## src/sv/spmq_pkg.sv

```systemverilog
`default_nettype none
package spmq_pkg;

  // Queue geometry
  localparam int MaxLevels  = 8;
  localparam int LevelDepth = 16;
  localparam int ValueWidth = 32;

  // Derived widths
  localparam int LevelW = $clog2(MaxLevels);
  localparam int PtrW   = $clog2(LevelDepth);
  localparam int CountW = $clog2(LevelDepth + 1);
  localparam int ActW   = $clog2(MaxLevels + 1);
  localparam int AddrW  = $clog2(MaxLevels * LevelDepth);
  localparam int TotalW = 8;
  localparam int CfgW   = 4;
  localparam int CmdW   = 2;
  localparam int StatW  = 3;

  typedef enum logic [CmdW-1:0] {
    CmdPush      = 2'd0,
    CmdPop       = 2'd1,
    CmdTerminate = 2'd2,
    CmdNone      = 2'd3
  } cmd_e;

  typedef enum logic [StatW-1:0] {
    StOk         = 3'd0,
    StTerminated = 3'd1,
    StEmpty      = 3'd2,
    StFull       = 3'd3,
    StBadLevel   = 3'd4
  } status_e;

  // Request from the controller to the entry store
  typedef struct packed {
    logic                  we;
    logic                  re;
    logic [AddrW-1:0]      addr;
    logic [ValueWidth-1:0] wdata;
  } mem_req_t;

  // Registered result of one request
  typedef struct packed {
    logic              done;
    status_e           status;
    logic              pop_ok;
    logic              all_empty;
    logic [TotalW-1:0] total;
  } result_t;

endpackage
`default_nettype wire

```

## src/sv/spmq_ctrl.sv

```systemverilog
`default_nettype none
module spmq_ctrl (
  input  wire logic                              clk_i,
  input  wire logic                              rst_ni,
  input  wire logic                              start,
  output logic                                   busy,
  input  wire logic [spmq_pkg::CmdW-1:0]         command_i,
  input  wire logic [spmq_pkg::LevelW-1:0]       level_i,
  input  wire logic [spmq_pkg::ValueWidth-1:0]   data_value_i,
  input  wire logic                              cfg_we_i,
  input  wire logic [spmq_pkg::CfgW-1:0]         cfg_wdata_i,
  output spmq_pkg::mem_req_t                     mem_req_o,
  output spmq_pkg::result_t                      result_o
);

  // Request capture
  logic                            req_valid_q;
  spmq_pkg::cmd_e                  cmd_q;
  logic [spmq_pkg::LevelW-1:0]     level_q;
  logic [spmq_pkg::ValueWidth-1:0] data_q;

  // Queue bookkeeping
  logic [spmq_pkg::PtrW-1:0]   head_q  [spmq_pkg::MaxLevels];
  logic [spmq_pkg::PtrW-1:0]   tail_q  [spmq_pkg::MaxLevels];
  logic [spmq_pkg::CountW-1:0] count_q [spmq_pkg::MaxLevels];
  logic                        term_q;
  logic [spmq_pkg::CfgW-1:0]   levels_q;
  spmq_pkg::result_t           result_q;

  // Execute-stage decode
  logic [spmq_pkg::ActW-1:0]      active;
  logic [spmq_pkg::MaxLevels-1:0] nonempty;
  logic [spmq_pkg::MaxLevels-1:0] full;
  logic                           pop_found;
  logic [spmq_pkg::LevelW-1:0]    pop_lvl;
  logic [spmq_pkg::TotalW-1:0]    sum;
  logic                           push_ok;
  logic                           pop_ok;
  spmq_pkg::status_e              status;
  logic [spmq_pkg::TotalW-1:0]    total_d;
  spmq_pkg::mem_req_t             mem_req;

  // Clamp the level count to 1..MaxLevels
  always_comb begin
    if (levels_q == '0) begin
      active = spmq_pkg::ActW'(1);
    end else if (levels_q > spmq_pkg::CfgW'(spmq_pkg::MaxLevels)) begin
      active = spmq_pkg::ActW'(spmq_pkg::MaxLevels);
    end else begin
      active = spmq_pkg::ActW'(levels_q);
    end
  end

  // Per-level flags, sum over active levels, priority pick
  always_comb begin
    sum       = '0;
    pop_found = 1'b0;
    pop_lvl   = '0;
    for (int i = 0; i < spmq_pkg::MaxLevels; i++) begin
      full[i]     = (count_q[i] == spmq_pkg::CountW'(spmq_pkg::LevelDepth));
      nonempty[i] = (count_q[i] != '0) && (spmq_pkg::ActW'(i) < active);
      if (spmq_pkg::ActW'(i) < active) begin
        sum = sum + spmq_pkg::TotalW'(count_q[i]);
      end
    end
    // highest index first so the lowest non-empty level wins
    for (int i = spmq_pkg::MaxLevels - 1; i >= 0; i--) begin
      if (nonempty[i]) begin
        pop_found = 1'b1;
        pop_lvl   = spmq_pkg::LevelW'(i);
      end
    end
  end

  // Command decision
  always_comb begin
    push_ok = 1'b0;
    pop_ok  = 1'b0;
    status  = spmq_pkg::StOk;
    case (cmd_q)
      spmq_pkg::CmdPush: begin
        if (term_q) begin
          status = spmq_pkg::StTerminated;
        end else if (spmq_pkg::ActW'(level_q) >= active) begin
          status = spmq_pkg::StBadLevel;
        end else if (full[level_q]) begin
          status = spmq_pkg::StFull;
        end else begin
          push_ok = 1'b1;
        end
      end
      spmq_pkg::CmdPop: begin
        if (term_q) begin
          status = spmq_pkg::StTerminated;
        end else if (!pop_found) begin
          status = spmq_pkg::StEmpty;
        end else begin
          pop_ok = 1'b1;
        end
      end
      default: begin
        status = spmq_pkg::StOk;
      end
    endcase
    push_ok = push_ok && req_valid_q;
    pop_ok  = pop_ok && req_valid_q;

    if (push_ok) begin
      total_d = sum + spmq_pkg::TotalW'(1);
    end else if (pop_ok) begin
      total_d = sum - spmq_pkg::TotalW'(1);
    end else begin
      total_d = sum;
    end
  end

  // Entry store access: write at tail on push, read at head on pop
  always_comb begin
    mem_req.we    = push_ok;
    mem_req.re    = pop_ok;
    mem_req.wdata = data_q;
    if (pop_ok) begin
      mem_req.addr = spmq_pkg::AddrW'(pop_lvl) * spmq_pkg::AddrW'(spmq_pkg::LevelDepth)
                   + spmq_pkg::AddrW'(head_q[pop_lvl]);
    end else begin
      mem_req.addr = spmq_pkg::AddrW'(level_q) * spmq_pkg::AddrW'(spmq_pkg::LevelDepth)
                   + spmq_pkg::AddrW'(tail_q[level_q]);
    end
  end

  // Control and bookkeeping registers
  always_ff @(posedge clk_i or negedge rst_ni) begin
    if (!rst_ni) begin
      req_valid_q <= 1'b0;
      term_q      <= 1'b0;
      levels_q    <= spmq_pkg::CfgW'(spmq_pkg::MaxLevels);
      result_q    <= '0;
      for (int i = 0; i < spmq_pkg::MaxLevels; i++) begin
        head_q[i]  <= '0;
        tail_q[i]  <= '0;
        count_q[i] <= '0;
      end
    end else begin
      req_valid_q <= start && !req_valid_q;
      if (cfg_we_i) begin
        levels_q <= cfg_wdata_i;
      end
      if (req_valid_q && (cmd_q == spmq_pkg::CmdTerminate)) begin
        term_q <= 1'b1;
      end
      for (int i = 0; i < spmq_pkg::MaxLevels; i++) begin
        if (push_ok && (level_q == spmq_pkg::LevelW'(i))) begin
          tail_q[i]  <= (tail_q[i] == spmq_pkg::PtrW'(spmq_pkg::LevelDepth - 1))
                        ? '0 : tail_q[i] + spmq_pkg::PtrW'(1);
          count_q[i] <= count_q[i] + spmq_pkg::CountW'(1);
        end
        if (pop_ok && (pop_lvl == spmq_pkg::LevelW'(i))) begin
          head_q[i]  <= (head_q[i] == spmq_pkg::PtrW'(spmq_pkg::LevelDepth - 1))
                        ? '0 : head_q[i] + spmq_pkg::PtrW'(1);
          count_q[i] <= count_q[i] - spmq_pkg::CountW'(1);
        end
      end
      result_q.done      <= req_valid_q;
      result_q.status    <= status;
      result_q.pop_ok    <= pop_ok;
      result_q.all_empty <= (total_d == '0);
      result_q.total     <= total_d;
    end
  end

  // Request payload capture, no reset needed
  always_ff @(posedge clk_i) begin
    if (start && !req_valid_q) begin
      cmd_q   <= spmq_pkg::cmd_e'(command_i);
      level_q <= level_i;
      data_q  <= data_value_i;
    end
  end

  assign busy      = req_valid_q;
  assign mem_req_o = mem_req;
  assign result_o  = result_q;

  // Every executed request reports its result in the next cycle
  a_done_follows: assert property (@(posedge clk_i) disable iff (!rst_ni)
    req_valid_q |=> result_q.done)
    else $error("executed request produced no result");

  // A request never occupies the execute stage twice
  a_one_exec: assert property (@(posedge clk_i) disable iff (!rst_ni)
    req_valid_q |=> !req_valid_q)
    else $error("execute stage held across two cycles");

  // Terminate is sticky until reset
  a_term_sticky: assert property (@(posedge clk_i) disable iff (!rst_ni)
    term_q |=> term_q)
    else $error("terminated flag cleared");

  // A successful pop reports ok status
  a_pop_status: assert property (@(posedge clk_i) disable iff (!rst_ni)
    (result_q.done && result_q.pop_ok) |-> (result_q.status == spmq_pkg::StOk))
    else $error("pop data with non-ok status");

  // Store never touched after terminate
  a_term_quiet: assert property (@(posedge clk_i) disable iff (!rst_ni)
    term_q |-> (!mem_req.we && !mem_req.re))
    else $error("store access after terminate");

endmodule
`default_nettype wire

```

## config.mk

```make
export PLATFORM = sky130hd
export DESIGN_NAME = spmq_ctrl
export DESIGN_NICKNAME = d
export VERILOG_FILES = /design/src/sv/spmq_pkg.sv /design/src/sv/spmq_ctrl.sv
export SDC_FILE = /design/constraint.sdc
export NUM_CORES = 1
export LEC_CHECK = 0
export ABC_AREA = 1
export BUFFER_PORTS_ARGS = -buffer_cell sky130_fd_sc_hd__buf_2
export CORE_ASPECT_RATIO = 1.2
export CORE_MARGIN = 1
export CORE_UTILIZATION = 41
export DETAILED_ROUTE_END_ITERATION = 10
export GPL_ROUTABILITY_DRIVEN = 0
export PLACE_DENSITY_LB_ADDON = 0.2
export SLEW_MARGIN = 20
export SYNTH_ARGS = -nofsm -noshare
export SYNTH_HDL_FRONTEND = slang
export SYNTH_SLANG_ARGS = --single-unit
```

## constraint.sdc

```tcl
create_clock -name clk_i -period 11.8 [get_ports clk_i]
set_clock_uncertainty 0.1 [all_clocks]
set_input_delay 1.77 -clock clk_i [delete_from_list [all_inputs] [get_ports clk_i]]
set_output_delay 1.77 -clock clk_i [all_outputs]
set_load 0.01 [all_outputs]
```

==> results of run 1 <==
sequential cells by signal (all words and copies together) (netlist names):
register,cells
result_o,14
cmd_q,2
busy,1
head_q,32
data_q,32
level_q,3
term_q,1
tail_q,32
count_q,40
levels_q,4
worst min-delay path by stage:
stage / to / slack, ps / cells after the start / startpoint
2_1_floorplan: result_o[11]$_DFF_PN0_ / 340 / 1 / term_q$_DFFE_PN0P_
3_3_place_gp: result_o[11]$_DFF_PN0_ / 380 / 1 / term_q$_DFFE_PN0P_
3_5_place_dp: result_o[11]$_DFF_PN0_ / 380 / 1 / term_q$_DFFE_PN0P_
4_1_cts: result_o[11]$_DFF_PN0_ / 390 / 1 / term_q$_DFFE_PN0P_
5_1_grt: result_o[11]$_DFF_PN0_ / 420 / 1 / term_q$_DFFE_PN0P_
6_report: result_o[11]$_DFF_PN0_ / 390 / 1 / term_q$_DFFE_PN0P_
cell type report:
type	count	area share, %
clock inverter	15	1.58
timing repair buffer	104	4.23
clock buffer	17	3.35
multi-input combinational	993	47.5
sequential	161	33.2
inverter	230	6.86
tap	335	3.30
layer usage:
layer	up-vias	share of wire [%]	track usage (%)
met1	4442	46	25.6
met3	41	3.3	3.10
met4	0	2.4	7.31
met2	203	49	36.2
li1	4823	-	-
met5	-	0	0
kinds of logic after synthesis:
logic type / after synthesis / synth area share, %
fa+ha+maj: 95 / 11.5
compound gates: 230 / 11.7
buf+inv: 246 / 8.71
mux: 2 / 0.201
flops: 161 / 37.6
xor+xnor: 59 / 4.61
simple gates: 607 / 25.7
layout by cell type, fill, tap and decap left out, types with 37 or more instances in the layout:
cell and count:
dfrtp_1 123, nor2_1 57, nand2_1 315, ha_1 81, buf_2 99, a21oi_1 68
xor2_1 40, nand3_1 128, edfxtp_1 37, inv_1 200, o21ai_0 101
power groups by stage:
stage	combinational (mW)	clock (mW)	sequential [mW]
finish	0.555	0.581	0.648
global placement	0.548	0	0.658
global route	0.634	0.620	0.654
CTS	0.561	0.596	0.649
floorplan	0.415	0	0.656
detailed placement	0.557	0	0.659
worst max-delay path, delay by kind of cell (launching register included):
family / cells / cell delay, ps
simple gates: 28 / 3890
fa+ha+maj: 7 / 2540
buf+inv: 7 / 600
flops: 1 / 740
compound gates: 3 / 480
==> impl_metrics.py, run 1 <==
metrics = {
    "run_status": {
        "status": "completed",
    },
    "timing": {
        "finalCriticalPeriod_ps": 8450,
        "rsz0062_at_grt": "no",
        "finalSetupViolCount": 0,
        "slew_violations": 0,
        "hold_violations": 0,
        "setup_slack_ps": 3350,
        "post-route-period-util_pct": 71.6,
        "finalHoldWorstSlack_ps": 393,
        "max_freq_mhz": 118,
        "worst_pin_slew_ps": 990,
        "fin_setup_tns_ps": 0,
        "worst_slew_margin_rel_pct": 33.8,
    },
    "route": {
        "vias_per_cell": 5.13,
        "drt_wl_total_mm": 27.6,
        "first_pass_iters": 5,
        "drtAntennaViolNets": 0,
        "first_iter_violations": 498,
        "vias": 9509,
        "wl_per_cell_um": 14.9,
        "drc": 0,
    },
    "logic_synthesis": {
        "synth_top_area_share_pct": 27.4,
        "ys_top_cells_by_area": "dfrtp_1, nand2_1, edfxtp_1",
        "async_reset_ff_share_pct": 77.0,
        "avgSynthCellArea_um2": 8.01,
        "synth_nets": 1540,
        "synth_largest_area_cell": "dfrtp_1",
        "synth_seq_cells": 161,
        "synth_cell_types": 53,
        "ys_warn_count": 0,
        "synthCells": 1400,
        "synth_edf_count": 37,
        "synth_seq_area_share_pct": 37.6,
        "synth-main-ff-cell": "dfrtp_1",
        "synth.most_common_cell": "nand2_1",
        "netlist_top_cells_count": "nand2_1, inv_1, nand3_1",
        "synthesis.area_um2": 11200,
    },
    "power_and_ir_drop": {
        "pwr-share-seq_pct": 36.3,
        "leakage_nw": 6.30,
        "power.share.switching_pct": 37.7,
        "power.switching_mw": 0.673,
        "ir_drop_mv": 0.105,
        "combPwrFrac_pct": 31.1,
        "total_power_mw": 1.78,
        "p_per_area_nw_per_um2": 140,
        "pwr-share-clk_pct": 32.5,
        "cell_internal_pwr_mw": 1.11,
    },
    "cells_and_area": {
        "fin_cells": 1855,
        "area_delta_synth_final_pct": 13.2,
        "n_fill_cell": 2556,
        "register_area_um2": 4220,
        "nets": 1647,
        "fin_area_um2": 12700,
        "multiInputGateArea_um2": 6040,
        "final_util_pct": 47.8,
        "drive_gt1_share_pct": 16.3,
        "diodes": 0,
    },
    "clocking": {
        "cts.path.max_buffers": 2,
        "cts_tree": "built",
        "ctsHoldBuffers": 0,
        "numCtsBuffers": 17,
        "cts_root_buffer": "clkbuf_16",
        "clk_latency_ps": 440,
        "cts_setup_buffers": 0,
        "cts_sinks": 161,
        "cts_resized": 0,
        "h-tree-depth": 4,
        "clkTransAtPathRegs_ps": 80,
    },
    "global_routing": {
        "gr-total-overflow": 0,
        "track_usage_pct": 20.6,
        "grt_pass1_vias": 9260,
        "grt_max_degree": 77,
        "grt_pass1_wl_mm": 45.4,
        "antenna_found_initial": 0,
    },
    "floorplanning": {
        "die_w_um": 153,
        "rows": 65,
        "die_h_um": 183,
        "start_util_pct": 42.2,
        "dieArea_um2": 28000,
        "core_area_um2": 26600,
        "design.portCount": 101,
    },
    "placed_design": {
        "placed_area_um2": 12100,
        "place_ws_ps": 3350,
        "placed_cells": 1823,
        "dp_hpwl_mm": 21.9,
        "port_buffers": 100,
    },
    "critical_path": {
        "rr_endpoint": "result_o[8]$_DFF_PN0_",
        "criticalPathCategory": "reg2reg",
        "cp-start-kind": "flip-flop",
        "r2r_slack_ps": 3350,
        "r2r_cells": 45,
        "cpPeakStageDelay_ps": 740,
        "crit_slowest_cell": "dfstp_2",
        "worstPathRequired_ps": 12040,
        "worstReg2RegStart": "levels_q[3]$_DFFE_PN1P_",
        "startpoint": "levels_q[3]$_DFFE_PN1P_",
        "endpoint": "result_o[8]$_DFF_PN0_",
        "end_kind": "flip-flop",
        "cp_common_cell": "nand2_1",
        "crit_arrival_ps": 8690,
        "critPathMaxFanout": 13,
    },
    "flow_run": {
        "cap_violations": 0,
    },
    "worst_hold_path": {
        "hold_class": "reg2reg",
    },
}
Power figures use the tool's default switching activity.
==> run 2: changes to the inputs <==
- clock period: 11.8 -> 8.3 ns (I/O delays scaled with it)
==> run 2 against run 1 <==
Net effect:
- via count decreased by 0.35%
- flip-flop and latch count unchanged
- worst setup slack got worse by 2700 ps
- fmax increased by 9.8%
- largest cell class unchanged
- worst hold slack got worse by 7.4 ps
- critical path depth unchanged
- clock power increased by 43%
- final cell count increased by 0.11%
- global-route usage increased by 0.21 points
- non-clock buffer count increased by 2
- first-iteration DRC count decreased by 23%
==> impl_metrics.py, run 2 (synthesis results as in run 1) <==
metrics = {
    "run_status": {
        "status": "completed",
    },
    "worst_hold_path": {
        "hold_path.startpoint": "term_q$_DFFE_PN0P_",
        "hold_class": "reg2reg",
    },
    "cells_and_area": {
        "layout_common_cells": "nand2_1, inv_1, nand3_1",
        "drive_gt1_share_pct": 16.8,
        "regMostFlops": "count_q",
        "final_common_cell": "nand2_1",
        "largest_reg_flops": 40,
        "nets": 1649,
        "area_delta_synth_final_pct": 13.5,
        "diodes": 0,
    },
    "floorplanning": {
        "rows": 65,
        "design.portCount": 101,
        "core_area_um2": 26600,
        "start_util_pct": 42.2,
        "dieArea_um2": 28000,
        "die_h_um": 183,
        "die_w_um": 153,
    },
    "critical_path": {
        "cpPeakStageDelay_ps": 570,
        "critPathMaxFanout": 5,
        "worstReg2RegStart": "levels_q[3]$_DFFE_PN1P_",
        "crit_slowest_cell": "dfstp_2",
        "crit_arrival_ps": 7940,
        "end_kind": "flip-flop",
        "worstPathRequired_ps": 8550,
        "startpoint": "levels_q[3]$_DFFE_PN1P_",
        "criticalPathCategory": "reg2reg",
        "cp_common_cell": "nand2_1",
        "cp-start-kind": "flip-flop",
    },
    "flow_run": {
        "cap_violations": 0,
    },
    "timing": {
        "max_freq_mhz": 130,
        "finalHoldWorstSlack_ps": 385,
        "slew_violations": 0,
        "fin_setup_tns_ps": 0,
        "hold_violations": 0,
        "post-route-period-util_pct": 92.7,
        "worst_slew_margin_rel_pct": 32.3,
        "worst_pin_slew_ps": 1010,
        "finalSetupViolCount": 0,
        "rsz0062_at_grt": "no",
        "finalCriticalPeriod_ps": 7700,
    },
    "route": {
        "vias": 9476,
        "vias_per_cell": 5.10,
        "drtAntennaViolNets": 0,
        "drc": 0,
        "first_pass_iters": 5,
        "drt_wl_total_mm": 27.3,
        "wl_per_cell_um": 14.7,
        "first_iter_violations": 385,
    },
    "global_routing": {
        "grt_pass1_vias": 9419,
        "gr-total-overflow": 0,
        "grt_use_met1_pct": 25.8,
        "grt_pass1_wl_mm": 45.9,
        "met2_usage_pct": 36.6,
        "grt_use_met3_pct": 3.33,
        "grt_busiest_layer": "met2",
        "grt_max_degree": 72,
        "antenna_found_initial": 0,
        "track_usage_pct": 20.8,
    },
    "clocking": {
        "clk_latency_ps": 450,
        "numCtsBuffers": 17,
        "cts.path.max_buffers": 2,
        "cts_sinks": 161,
        "cts_root_buffer": "clkbuf_16",
        "cts_tree": "built",
        "clkTransAtPathRegs_ps": 80,
        "cts_setup_buffers": 0,
        "h-tree-depth": 4,
    },
    "placed_design": {
        "port_buffers": 100,
        "dp_hpwl_mm": 21.7,
    },
    "power_and_ir_drop": {
        "p_per_area_nw_per_um2": 199,
        "ir_drop_mv": 0.149,
        "leakage_nw": 6.31,
    },
}
==> run 2: changes by cell type in the layout (fill, tap and decap cells not counted), sizes merged <==
| cell | delta |
|---|---|
| buf | +2 |
==> run 2: repair_timing <==
item | CTS | global route
resized for setup | 0 | 7
endpoints found under the setup margin | 0 | 3
hold buffers | 0 | 0
==> run 2: path summary, 6_finish.rpt <==
| path | endpoint | slack [ps] | cells after the start |
|---|---|---|---|
| setup / recovery | result_o[8]$_DFF_PN0_ | 600 | 45 |
| hold / removal | result_o[11]$_DFF_PN0_ | 390 | 1 |
| setup reg to reg | result_o[8]$_DFF_PN0_ | 600 | 45 |
| hold reg to reg | result_o[11]$_DFF_PN0_ | 390 | 1 |
| max in group asynchronous | head_q[18]$_DFFE_PN0P_ | 6100 | 2 |
| min in group asynchronous | result_o[7]$_DFF_PN0_ | 660 | 1 |
==> run 2: per-layer routing <==
layer / up-vias / share of wire, %
met3: 48 / 3.4
met5: - / 0
met1: 4399 / 45
li1: 4826 / -
met4: 0 / 2.3
met2: 203 / 49
==> run 2: critical path: cells and delay by family, from the launching register on <==
family	cells	cell delay [ps]
and+or+nand+nor	28	3600
AOI/OAI and AO/OA	3	340
buffers and inverters	7	440
adders and majority gates	7	2580
DFF	1	570
==> run 2: cell type report <==
type | count | area, um^2
fill | 2612 | 13900
multi-input combinational | 993 | 6050
sequential | 161 | 4220
inverter | 230 | 871
timing repair buffer | 106 | 552
clock buffer | 17 | 425
tap | 335 | 419
clock inverter | 15 | 205
==> run 2: power by group <==
part | internal, mW | switching, mW
registers | 0.868 | 0.0506
clock network | 0.440 | 0.391
logic | 0.273 | 0.512
==> run 2: metrics by stage <==
| step | cell area (um^2) | worst slack, ps | cells | power [mW] | utilization (%) |
|---|---|---|---|---|---|
| floorplan | 11200 | 973 | 1400 | 1.52 | - |
| global placement | 12100 | 613 | 1825 | 1.71 | 45.5 |
| finish | 12700 | 602 | 1857 | 2.53 | 47.9 |
| CTS | 12700 | 456 | 1857 | 2.56 | 47.8 |
| detailed placement | 12100 | 475 | 1825 | 1.72 | 45.5 |
| global route | 12700 | 43.7 | 1857 | 2.72 | 47.9 |
==> run 3: changes to the inputs <==
- BUFFER_PORTS_ARGS: -buffer_cell sky130_fd_sc_hd__buf_2 -> -buffer_cell sky130_fd_sc_hd__clkbuf_2
- GPL_ROUTABILITY_DRIVEN: 0 -> unset
- clock period: 8.3 -> 7.08 ns (I/O delays scaled with it)
==> run 3 against run 2 <==
Net effect:
- power increased by 27%
- largest cell class unchanged
- fmax increased by 13%
- critical path type unchanged
- worst hold slack improved by 1.9 ps
- flip-flop and latch count unchanged
- largest power group is now combinational cells
- first-iteration DRC count increased by 5.2%
==> impl_metrics.py, run 3 (synthesis results as in run 1) <==
metrics = {
    "timing": {
        "post-route-period-util_pct": 96.1,
        "slew_violations": 0,
        "finalCriticalPeriod_ps": 6800,
        "worst_slew_margin_rel_pct": 34.1,
        "max_freq_mhz": 147,
        "worst_pin_slew_ps": 986,
        "setup_slack_ps": 278,
        "hold_violations": 0,
        "finalSetupViolCount": 0,
    },
    "critical_path": {
        "worstPathRequired_ps": 7360,
        "r2r_slack_ps": 280,
        "rr_endpoint": "result_o[8]$_DFF_PN0_",
        "crit_buf_inv": 5,
        "cpLargestDelayFamily": "simple AND/OR/NAND/NOR gates",
        "criticalPathCategory": "reg2reg",
        "r2r_cells": 42,
        "worstReg2RegStart": "count_q[35]$_DFFE_PN0P_",
        "cp-start-kind": "flip-flop",
        "cpPeakStageDelay_ps": 450,
        "end_kind": "flip-flop",
        "critPathMaxFanout": 4,
        "cp_common_cell": "nand2_2",
        "crit_arrival_ps": 7080,
        "crit_slowest_cell": "fa_2",
    },
    "global_routing": {
        "antenna_found_initial": 0,
        "track_usage_pct": 21.0,
        "grt_pass1_vias": 9591,
        "grt_pass1_wl_mm": 46.4,
        "gr-total-overflow": 0,
        "grt_max_degree": 73,
    },
    "route": {
        "wl_per_cell_um": 15.0,
        "first_pass_iters": 6,
        "drtAntennaViolNets": 0,
        "vias_per_cell": 5.05,
        "first_iter_violations": 405,
        "drt_wl_total_mm": 28.7,
        "drc": 0,
        "vias": 9694,
    },
    "power_and_ir_drop": {
        "p_per_area_nw_per_um2": 238,
        "ir_drop_mv": 0.164,
        "leakage_nw": 6.60,
    },
    "cells_and_area": {
        "final_common_cell": "nand2_1",
        "nets": 1710,
        "regMostFlops": "count_q",
        "fin_cells": 1918,
        "final_util_pct": 51.1,
        "layout_common_cells": "nand2_1, inv_1, dfrtp_1",
        "area_delta_synth_final_pct": 21.0,
        "drive_gt1_share_pct": 25.1,
        "largest_reg_flops": 40,
        "diodes": 0,
    },
    "floorplanning": {
        "design.portCount": 101,
        "dieArea_um2": 28000,
        "core_area_um2": 26600,
        "start_util_pct": 42.2,
        "die_h_um": 183,
        "die_w_um": 153,
        "rows": 65,
    },
    "run_status": {
        "status": "completed",
    },
    "worst_hold_path": {
        "whs_path_depth": 1,
        "hold_path.startpoint": "term_q$_DFFE_PN0P_",
        "hold_class": "reg2reg",
        "holdPathEnd": "result_o[11]$_DFF_PN0_",
    },
    "placed_design": {
        "port_buffers": 100,
        "place_ws_ps": -267,
        "place_congestion": 0.896,
        "placed_cells": 1872,
        "dp_hpwl_mm": 22.3,
    },
    "clocking": {
        "clk_latency_ps": 450,
        "numCtsBuffers": 17,
        "clkTransAtPathRegs_ps": 80,
        "h-tree-depth": 4,
        "cts_root_buffer": "clkbuf_16",
        "cts_tree": "built",
        "ctsHoldBuffers": 0,
        "cts_sinks": 161,
        "cts.path.max_buffers": 2,
    },
    "flow_run": {
        "cap_violations": 0,
    },
}
## run 3: changes by cell type in the layout (fill, tap and decap cells not counted), moves of 14 or more
| cell | change |
|---|---|
| buf_2 | -99 |
| buf_4 | +60 |
| clkbuf_2 | +99 |
| ha_1 | -14 |
| nand2_1 | -25 |
| nand2_2 | +19 |
## run 3: cell type report
type / instances / area (um^2)
timing repair buffer: 167 / 1010
fill: 2570 / 13000
inverter: 230 / 872
sequential: 161 / 4220
tap: 335 / 419
multi-input combinational: 993 / 6470
clock inverter: 14 / 158
clock buffer: 18 / 429
## run 3: per-stage QoR
step                      setup TNS (ps)  hold slack, ps  area [um^2]  power, mW
final                                  0             387        13600       3.23
after detailed placement            -753             376        12500       2.16
after global placement              -158             374        12500       2.13
after CTS                              0             388        13200       3.16
after floorplan                        0             343        11300       1.80
after global routing               -70.1             419        13600       3.44
## run 3: worst max-delay path by stage
stage / startpoint / to / cells after the start
2_1_floorplan: levels_q[3]$_DFFE_PN1P_ / result_o[8]$_DFF_PN0_ / 46
3_3_place_gp: levels_q[3]$_DFFE_PN1P_ / result_o[8]$_DFF_PN0_ / 44
3_5_place_dp: levels_q[3]$_DFFE_PN1P_ / result_o[8]$_DFF_PN0_ / 45
4_1_cts: levels_q[3]$_DFFE_PN1P_ / result_o[8]$_DFF_PN0_ / 46
5_1_grt: count_q[35]$_DFFE_PN0P_ / result_o[8]$_DFF_PN0_ / 46
6_report: count_q[35]$_DFFE_PN0P_ / result_o[8]$_DFF_PN0_ / 42
## run 3: what timing repair did
| item | in CTS | in global routing |
|---|---|---|
| buffers inserted | 6 | 9 |
| pin swaps | 19 | 63 |
| gates cloned | 0 | 0 |
| resized for setup | 17 | 86 |
| setup endpoints to repair | 4 | 6 |
## run 3: power by group
group / internal (mW) / switching, mW
combinational: 0.503 / 0.703
clock: 0.506 / 0.440
sequential: 1.02 / 0.0584
total: 2.03 / 1.20
## run 3: metal layers
metal	vias up	global-route usage (%)	part of all wire (%)	wire, um
li1	4959	-	-	-
met2	175	38.1	50	14300
met1	4511	25.4	45	12900
met4	0	6.71	2.3	650
met5	-	0	0	0
met3	49	3.21	3.0	847
